<file path="src/rtl/core/hcb_pkg.sv">
// ----------------------------------------------------------------------------
// hcb_pkg
// Shared field widths and the result record of the Huffman code builder.
// ----------------------------------------------------------------------------
package hcb_pkg;

  localparam int SYM_W     = 8;
  localparam int IN_FREQ_W = 24;
  localparam int CODE_W    = 15;
  localparam int LEN_W     = 4;

  typedef struct packed {
    logic [SYM_W-1:0]  sym;
    logic [CODE_W-1:0] code;
    logic [LEN_W-1:0]  len;
    logic              last;
    logic              dropped;
  } hcb_result_t;

endpackage

</file>
<file path="src/rtl/core/huffman_code_builder.sv">
// After the last pair has been loaded the build runs a sort, a merge and a
// walk of the tree, plus the output transaction for each code. One set is
// handled at a time; sort and merge read the working order through the
// single read port of its memory. No input taken while building or
// emitting. Reset (rst_n low) empties the store and idles the output.
// ----------------------------------------------------------------------------
// huffman_code_builder
// Collects symbol/frequency pairs, builds a Huffman tree in memories and
// emits one code per symbol in preorder leaf order.
// ----------------------------------------------------------------------------
module huffman_code_builder #(
  parameter int MAX_SYMBOLS = 16,
  parameter int FREQ_BITS   = 24
) (
  input  logic        clk,
  input  logic        rst_n,
  input  logic        in_tvalid,
  output logic        in_tready,
  input  logic [31:0] in_tdata,   // [7:0] symbol, [31:8] frequency
  input  logic        in_tlast,   // last_symbol
  output logic        out_tvalid,
  input  logic        out_tready,
  output logic [31:0] out_tdata,  // [7:0] coded_symbol, [22:8] code_bits,
                                  // [26:23] code_length, zero pad above
  output logic        out_tlast,  // last_code
  output logic        out_tuser   // dropped_symbols
);
  import hcb_pkg::*;

  localparam int IW = $clog2(MAX_SYMBOLS);
  localparam int CW = $clog2(MAX_SYMBOLS + 1);
  localparam int NW = $clog2(2 * MAX_SYMBOLS - 1);
  localparam int NF = FREQ_BITS + IW;
  localparam int OW = NW + NF;
  localparam int SW = NW + CODE_W + LEN_W;

  typedef enum logic [3:0] {
    ST_LOAD, ST_SINIT, ST_SLEAF, ST_INS, ST_CMP, ST_MCHK, ST_ML, ST_MR,
    ST_ROOT, ST_WCUR, ST_WCH, ST_WSYM, ST_WOUT, ST_WPOP
  } state_t;

  state_t            state_r;
  logic [CW-1:0]     count_r, i_r, k_r, sp_r;
  logic              ovf_r, merge_r;
  logic [IW-1:0]     j_r;
  logic [NW-1:0]     next_r, idx_r, cur_node_r;
  logic [NF-1:0]     v_r;
  logic [OW-1:0]     left_r;
  logic [CODE_W-1:0] cur_code_r;
  logic [LEN_W-1:0]  cur_len_r;

  // memory ports
  logic                 sym_we;
  logic [SYM_W-1:0]     sym_rdata;
  logic [FREQ_BITS-1:0] frq_rdata;
  logic                 ord_we;
  logic [IW-1:0]        ord_raddr;
  logic [OW-1:0]        ord_wdata, ord_rdata;
  logic                 chd_we;
  logic [2*NW-1:0]      chd_rdata;
  logic                 stk_we;
  logic [SW-1:0]        stk_wdata, stk_rdata;

  logic          in_acc, store_room, ord_less, out_ld, out_done;
  logic [NW-1:0] count_n, slot_w, slot_r;
  logic [CW-1:0] sp_m1, k_m1, k_m2;
  hcb_result_t   res;

  assign in_tready  = (state_r == ST_LOAD);
  assign in_acc     = in_tvalid && in_tready;
  assign store_room = (count_r != CW'(MAX_SYMBOLS));
  assign sym_we     = in_acc && store_room;
  assign count_n    = NW'(count_r);
  assign slot_w     = next_r - count_n;
  assign slot_r     = cur_node_r - count_n;
  assign sp_m1      = sp_r - 1'b1;
  assign k_m1       = k_r - 1'b1;
  assign k_m2       = k_r - CW'(2);
  assign ord_less   = (ord_rdata[NF-1:0] < v_r);

  always_comb begin
    ord_we    = 1'b0;
    ord_wdata = {idx_r, v_r};
    ord_raddr = '0;
    unique case (state_r)
      ST_INS: begin
        ord_we    = (j_r == '0);
        ord_raddr = j_r - 1'b1;
      end
      ST_CMP: begin
        ord_we = 1'b1;
        if (ord_less) begin
          ord_wdata = ord_rdata;
        end
      end
      ST_MCHK: ord_raddr = (k_r <= CW'(1)) ? '0 : k_m2[IW-1:0];
      ST_ML:   ord_raddr = k_m1[IW-1:0];
      default: ord_raddr = '0;
    endcase
  end

  assign chd_we    = (state_r == ST_MR);
  assign stk_we    = (state_r == ST_WCH);
  assign stk_wdata = {chd_rdata[NW-1:0], cur_code_r[CODE_W-2:0], 1'b1,
                      cur_len_r + 1'b1};
  assign out_ld    = (state_r == ST_WSYM);

  hcb_ram #(.WIDTH(SYM_W), .DEPTH(MAX_SYMBOLS)) u_sym (
    .clk(clk), .we(sym_we), .waddr(count_r[IW-1:0]), .wdata(in_tdata[7:0]),
    .raddr(cur_node_r[IW-1:0]), .rdata(sym_rdata)
  );

  hcb_ram #(.WIDTH(FREQ_BITS), .DEPTH(MAX_SYMBOLS)) u_freq (
    .clk(clk), .we(sym_we), .waddr(count_r[IW-1:0]),
    .wdata(FREQ_BITS'(in_tdata[31:8])),
    .raddr(i_r[IW-1:0]), .rdata(frq_rdata)
  );

  // working order: node index and its frequency side by side
  hcb_ram #(.WIDTH(OW), .DEPTH(MAX_SYMBOLS)) u_order (
    .clk(clk), .we(ord_we), .waddr(j_r), .wdata(ord_wdata),
    .raddr(ord_raddr), .rdata(ord_rdata)
  );

  hcb_ram #(.WIDTH(2*NW), .DEPTH(MAX_SYMBOLS)) u_child (
    .clk(clk), .we(chd_we), .waddr(slot_w[IW-1:0]),
    .wdata({left_r[OW-1:NF], ord_rdata[OW-1:NF]}),
    .raddr(slot_r[IW-1:0]), .rdata(chd_rdata)
  );

  // pending right subtrees of the walk
  hcb_ram #(.WIDTH(SW), .DEPTH(MAX_SYMBOLS)) u_stack (
    .clk(clk), .we(stk_we), .waddr(sp_r[IW-1:0]), .wdata(stk_wdata),
    .raddr(sp_m1[IW-1:0]), .rdata(stk_rdata)
  );

  always_comb begin
    res.sym     = sym_rdata;
    res.code    = cur_code_r;
    res.len     = cur_len_r;
    res.last    = (sp_r == '0);
    res.dropped = ovf_r;
  end

  hcb_out_stage u_out (
    .clk(clk), .rst_n(rst_n), .ld(out_ld), .res(res), .out_tready(out_tready),
    .out_tvalid(out_tvalid), .out_tdata(out_tdata), .out_tlast(out_tlast),
    .out_tuser(out_tuser), .done(out_done)
  );

  always_ff @(posedge clk) begin
    if (!rst_n) begin
      state_r <= ST_LOAD;
      count_r <= '0;
      ovf_r   <= 1'b0;
      merge_r <= 1'b0;
      i_r     <= '0;
      k_r     <= '0;
      sp_r    <= '0;
      j_r     <= '0;
      next_r  <= '0;
    end else begin
      unique case (state_r)
        ST_LOAD: begin
          if (in_acc) begin
            if (store_room) begin
              count_r <= count_r + 1'b1;
            end else begin
              ovf_r <= 1'b1;
            end
            if (in_tlast) begin
              i_r     <= '0;
              merge_r <= 1'b0;
              state_r <= ST_SINIT;
            end
          end
        end
        ST_SINIT: begin
          if (i_r == count_r) begin
            k_r     <= count_r;
            next_r  <= count_n;
            merge_r <= 1'b1;
            state_r <= ST_MCHK;
          end else begin
            state_r <= ST_SLEAF;
          end
        end
        ST_SLEAF: begin
          v_r     <= NF'(frq_rdata);
          idx_r   <= NW'(i_r);
          j_r     <= i_r[IW-1:0];
          state_r <= ST_INS;
        end
        ST_INS, ST_CMP: begin
          if (state_r == ST_INS && j_r != '0) begin
            state_r <= ST_CMP;
          end else if (state_r == ST_CMP && ord_less) begin
            j_r     <= j_r - 1'b1;
            state_r <= ST_INS;
          end else if (merge_r) begin
            next_r  <= next_r + 1'b1;
            state_r <= ST_MCHK;
          end else begin
            i_r     <= i_r + 1'b1;
            state_r <= ST_SINIT;
          end
        end
        ST_MCHK: state_r <= (k_r <= CW'(1)) ? ST_ROOT : ST_ML;
        ST_ML: begin
          left_r  <= ord_rdata;
          state_r <= ST_MR;
        end
        ST_MR: begin
          v_r     <= left_r[NF-1:0] + ord_rdata[NF-1:0];
          idx_r   <= next_r;
          k_r     <= k_m1;
          j_r     <= k_m2[IW-1:0];
          state_r <= ST_INS;
        end
        ST_ROOT: begin
          cur_node_r <= ord_rdata[OW-1:NF];
          cur_code_r <= '0;
          cur_len_r  <= '0;
          sp_r       <= '0;
          state_r    <= ST_WCUR;
        end
        ST_WCUR: state_r <= (cur_node_r < count_n) ? ST_WSYM : ST_WCH;
        ST_WCH: begin
          sp_r       <= sp_r + 1'b1;
          cur_node_r <= chd_rdata[2*NW-1:NW];
          cur_code_r <= {cur_code_r[CODE_W-2:0], 1'b0};
          cur_len_r  <= cur_len_r + 1'b1;
          state_r    <= ST_WCUR;
        end
        ST_WSYM: state_r <= ST_WOUT;
        ST_WOUT: begin
          if (out_done) begin
            if (sp_r == '0) begin
              count_r <= '0;
              ovf_r   <= 1'b0;
              state_r <= ST_LOAD;
            end else begin
              sp_r    <= sp_m1;
              state_r <= ST_WPOP;
            end
          end
        end
        ST_WPOP: begin
          cur_node_r <= stk_rdata[SW-1:CODE_W+LEN_W];
          cur_code_r <= stk_rdata[CODE_W+LEN_W-1:LEN_W];
          cur_len_r  <= stk_rdata[LEN_W-1:0];
          state_r    <= ST_WCUR;
        end
        default: state_r <= ST_LOAD;
      endcase
    end
  end

  a_no_load_while_out: assert property (@(posedge clk) disable iff (!rst_n)
    out_tvalid |-> !in_tready)
    else $error("input taken while a result is pending");

  a_count_bound: assert property (@(posedge clk) disable iff (!rst_n)
    count_r <= CW'(MAX_SYMBOLS))
    else $error("symbol count beyond capacity");

  a_stack_bound: assert property (@(posedge clk) disable iff (!rst_n)
    sp_r < CW'(MAX_SYMBOLS))
    else $error("walk stack overflow");

  a_clear_after_last: assert property (@(posedge clk) disable iff (!rst_n)
    (out_tvalid && out_tready && out_tlast) |=> (count_r == '0 && !ovf_r))
    else $error("store not cleared after final code");

endmodule

</file>
<file path="src/rtl/core/hcb_ram.sv">
// ----------------------------------------------------------------------------
// hcb_ram
// Simple dual-port RAM: one write port, one read port, registered read.
// ----------------------------------------------------------------------------
module hcb_ram #(
  parameter int WIDTH = 8,
  parameter int DEPTH = 16
) (
  input  logic                     clk,
  input  logic                     we,
  input  logic [$clog2(DEPTH)-1:0] waddr,
  input  logic [WIDTH-1:0]         wdata,
  input  logic [$clog2(DEPTH)-1:0] raddr,
  output logic [WIDTH-1:0]         rdata
);

  logic [WIDTH-1:0] mem [DEPTH];

  always_ff @(posedge clk) begin
    if (we) begin
      mem[waddr] <= wdata;
    end
    rdata <= mem[raddr];
  end

endmodule

</file>
<file path="src/rtl/core/hcb_out_stage.sv">
// ----------------------------------------------------------------------------
// hcb_out_stage
// Output register for code results; holds a result until the sink takes it.
// ----------------------------------------------------------------------------
module hcb_out_stage (
  input  logic                clk,
  input  logic                rst_n,
  input  logic                ld,
  input  hcb_pkg::hcb_result_t res,
  input  logic                out_tready,
  output logic                out_tvalid,
  output logic [31:0]         out_tdata,
  output logic                out_tlast,
  output logic                out_tuser,
  output logic                done
);
  import hcb_pkg::*;

  hcb_result_t res_r;
  logic        valid_r;

  always_ff @(posedge clk) begin
    if (!rst_n) begin
      valid_r <= 1'b0;
    end else if (ld) begin
      valid_r <= 1'b1;
    end else if (valid_r && out_tready) begin
      valid_r <= 1'b0;
    end
    if (ld) begin
      res_r <= res;
    end
  end

  assign out_tvalid = valid_r;
  assign out_tdata  = {5'd0, res_r.len, res_r.code, res_r.sym};
  assign out_tlast  = res_r.last;
  assign out_tuser  = res_r.dropped;
  assign done       = valid_r && out_tready;

endmodule
</file>
<file path="config.mk">
export PLATFORM = sky130hd
export DESIGN_NAME = huffman_code_builder
export DESIGN_NICKNAME = d
export VERILOG_FILES = /design/src/rtl/core/hcb_pkg.sv /design/src/rtl/core/huffman_code_builder.sv /design/src/rtl/core/hcb_ram.sv /design/src/rtl/core/hcb_out_stage.sv
export SDC_FILE = /design/constraint.sdc
export NUM_CORES = 2
export LEC_CHECK = 0
export BUFFER_PORTS_ARGS = -buffer_cell sky130_fd_sc_hd__buf_2
export CORE_AREA = 2 2 358 360
export DETAILED_ROUTE_END_ITERATION = 8
export DIE_AREA = 0 0 360 362
export GPL_ROUTABILITY_DRIVEN = 0
export PLACE_DENSITY_LB_ADDON = 0.3
export SLEW_MARGIN = 10
export SYNTH_ARGS = -nofsm -noshare
export SYNTH_HDL_FRONTEND = slang
export SYNTH_HIERARCHICAL = 1
export SYNTH_SLANG_ARGS = --single-unit
</file>
<file path="constraint.sdc">
create_clock -name clk -period 4.5 [get_ports clk]
set_input_delay 0.675 -clock clk [delete_from_list [all_inputs] [get_ports clk]]
set_output_delay 0.675 -clock clk [all_outputs]
set_load 0.005 [all_outputs]
</file>
==> results.py <==
metrics = {
    "run_status": {
        "status": "finished, final reports clean",
    },
    "logic_synthesis": {
        "ys_types": 90,
        "syn-cell-area_um2": 71500,
        "async_flop_share_pct": 0,
        "syn-mean-instance-area_um2": 19.8,
        "ys_ff_latch": 1838,
        "yosys_warnings": 6,
        "ys.flop_type": "edfxtp_1",
        "seq_area_frac_synth_pct": 75.3,
        "synth_edf_count": 1703,
        "synthCells": 3607,
    },
    "route": {
        "route.vias.total": 35502,
        "wire_per_inst_um": 26.8,
        "dr.pass1.iters": 6,
        "ant_nets": 0,
        "routed_wl_um": 152000,
        "viasPerCell": 6.27,
        "drt-initial-drc-count": 3878,
        "drc": 0,
    },
    "global_route": {
        "grt_busiest_layer": "met2",
        "grt_pass1_wl_um": 229000,
        "antenna_found_initial": 8,
        "grtUsageMet2_pct": 39.3,
        "grtUsageMet3_pct": 4.03,
        "grtUsageTotal_pct": 23.7,
        "grt_overflow": 0,
        "grt_max_degree": 133,
        "grtUsageMet1_pct": 32.7,
        "grt_pass1_vias": 35939,
    },
    "timing": {
        "drv_slew": 0,
        "rsz0062_at_grt": "no",
        "min_period_ns": 3.59,
        "max_freq_mhz": 278,
        "fin_crit_sh_pct": 79.9,
        "finalSetupViolCount": 0,
        "fin_skew_ns": 0.0404,
        "tns_ns": 0,
        "tightest_slew_ns": 1.11,
        "slew_headroom_pct": 26.0,
        "hold_viol": 0,
    },
    "clock_network": {
        "clkLatencyLatePin_ns": 0.82,
        "cts_tree": "yes",
        "clk_pin_slew_ns": 0.06,
        "cts_buffer_depth": 3,
        "cts.sinks": 1838,
        "cts_setup_buffers": 0,
        "cts_resized": 0,
        "cts_root_buf": "clkbuf_16",
        "cts_buffers": 180,
        "hold_buffers": 0,
        "htreeDepth": 4,
    },
    "setup_path": {
        "crit_path_frequent_cell": "nand2_1",
        "worstSetupStartpointType": "flop",
        "cp_max_fo": 25,
        "cp-end-kind": "flop",
        "slowest_delay_ns": 0.63,
        "crit_type": "flop to flop",
        "r2r_slack_ns": 0.91,
        "cp.required_ns": 5.18,
        "arrival_ns": 4.27,
        "critPathSlowestCell": "and2_2",
        "crit_chain": "inv_1, ha_1, nand2_1, nand2_1, a211oi_1, nor3_1, o21a_1, o221ai_1, o21ai_0, and2_2, buf_4, a22oi_1, nand2_1",
    },
    "power": {
        "cellLeakagePower_uw": 0.0262,
        "p_switching_uw": 9310,
        "p_seq_share_pct": 51.7,
        "swShare_pct": 23.9,
        "pwr-share-comb_pct": 11.0,
        "pwr-share-clk_pct": 37.4,
        "power_density_nw_per_um2": 484,
        "ir_worst_vdd_mv": 0.423,
        "internal_power_uw": 29600,
    },
    "cells_and_area": {
        "syn2layout_area_growth_pct": 12.7,
        "final_common_cell": "edfxtp_1",
        "drive_gt1_share_pct": 23.2,
        "layout_common_cells": "1,703 x edfxtp_1, 351 x mux4_2, 222 x nand2_1, 206 x a22oi_1, 187 x clkbuf_16",
        "final_cells": 5661,
        "layout.nets": 3956,
        "final_core_util_pct": 63.6,
        "fin_area_um2": 80600,
    },
    "place": {
        "dpl_cell_area_um2": 74700,
        "dp_hpwl_um": 84600,
        "port_buffers": 67,
        "dp.cells": 5320,
    },
    "floorplan": {
        "dieWidth_um": 360,
        "num_rows": 131,
        "dieArea_um2": 130000,
        "start_util_pct": 56.4,
        "core_um2": 127000,
        "die_height_um": 362,
        "io_pins": 73,
    },
    "job": {
        "cap_violations": 0,
    },
    "min_path": {
        "hp-class": "primary input to flop",
    },
}
[kinds of logic (layout without fill, tap and decap cells)]
kind of cell / after synthesis / count (layout) / share of synthesized area, %
AOI/OAI and AO/OA: 461 / 461 / 4.64
xor gates and xnor gates: 43 / 43 / 0.527
buffers and inverters: 249 / 618 / 1.83
adders and majority gates: 79 / 79 / 1.41
other: 2 / 25 / 0.0105
and+or+nand+nor: 524 / 524 / 3.35
muxes: 411 / 411 / 12.9
DFF: 1838 / 1838 / 75.3
[worst paths after layout]
| kind | from | to | cells past startpoint |
|---|---|---|---|
| worst max-delay path | k_r[1] | u_order/rdata[3] | 13 |
| worst max register to register | k_r[1] | u_order/rdata[3] | 13 |
| worst min register to register | u_sym/rdata[0] | u_out/out_tdata[0] | 0 |
| worst min-delay path | out_tready | u_out/out_tvalid | 3 |
[metal layers]
layer / vias up / part of all wire (%)
met5: - / 0.018
met4: 4 / 2.2
met3: 244 / 7.1
met2: 1409 / 50
met1: 18575 / 40
li1: 15270 / -
[power groups by stage]
stage / combinational, µW / clock (µW) / sequential, µW
3_3_place_gp: 4180 / 0 / 20500
5_1_grt: 4670 / 15500 / 20200
4_1_cts: 4290 / 14800 / 20100
2_1_floorplan: 3090 / 0 / 20200
3_5_place_dp: 4250 / 0 / 20500
6_report: 4270 / 14600 / 20100
[critical path, delay by kind of cell (launching register included)]
family | cells | cell delay [ns]
AOI/OAI and AO/OA | 5 | 1.34
adders and majority gates | 1 | 0.22
buffers and inverters | 2 | 0.44
DFF | 1 | 0.40
and+or+nand+nor | 5 | 1.07
[per-stage QoR]
step	power (µW)	setup WS (ns)	hold slack [ns]
2_1_floorplan	23300	0.00921	0.386
3_5_place_dp	24700	0.745	0.389
5_1_grt	40300	0.678	0.176
3_3_place_gp	24600	0.816	0.387
4_1_cts	39200	0.700	0.136
6_report	39000	0.905	0.189
[cell usage after synthesis (10+ instances only)]
library cell,n,area (µm²)
clkbuf_1,83,312
mux4_2,351,7910
mux4_1,45,1180
nand2_1,222,833
a22oi_1,206,1550
nor2b_1,12,75.1
a21oi_1,46,230
nand3_1,30,150
ha_1,76,951
buf_2,44,220
o21ai_0,77,385
inv_1,68,255
a21o_1,20,150
nor3_1,39,195
dfxtp_1,135,2700
a22o_1,17,149
buf_6,16,180
nand2b_1,17,106
buf_4,10,75.1
nor2_1,136,510
buf_1,11,41.3
xnor2_1,26,228
nand3b_1,12,90.1
edfxtp_1,1703,51100
xor2_1,17,149
[layout make-up]
| type | instances | area (µm²) |
|---|---|---|
| Inverter | 72 | 278 |
| Sequential cell | 1838 | 53800 |
| Antenna cell | 4 | 10.0 |
| Multi-Input combinational cell | 1539 | 16900 |
| Clock inverter | 81 | 692 |
| Timing Repair Buffer | 209 | 1660 |
| Tap cell | 1662 | 2080 |
| Clock buffer | 256 | 5120 |
| Fill cell | 8440 | 46100 |
[registers in the layout, indices dropped and copies added (netlist names), 15 cells and up]
signal / cells
u_freq/rdata: 24
left_r: 33
cur_code_r: 15
v_r: 28
u_stack/rdata: 24
u_out/out_tdata: 27
u_sym/mem: 128
u_stack/mem: 384
u_order/mem: 528
u_freq/mem: 384
u_order/rdata: 33
u_child/mem: 160
Power figures use the tool's default switching activity.
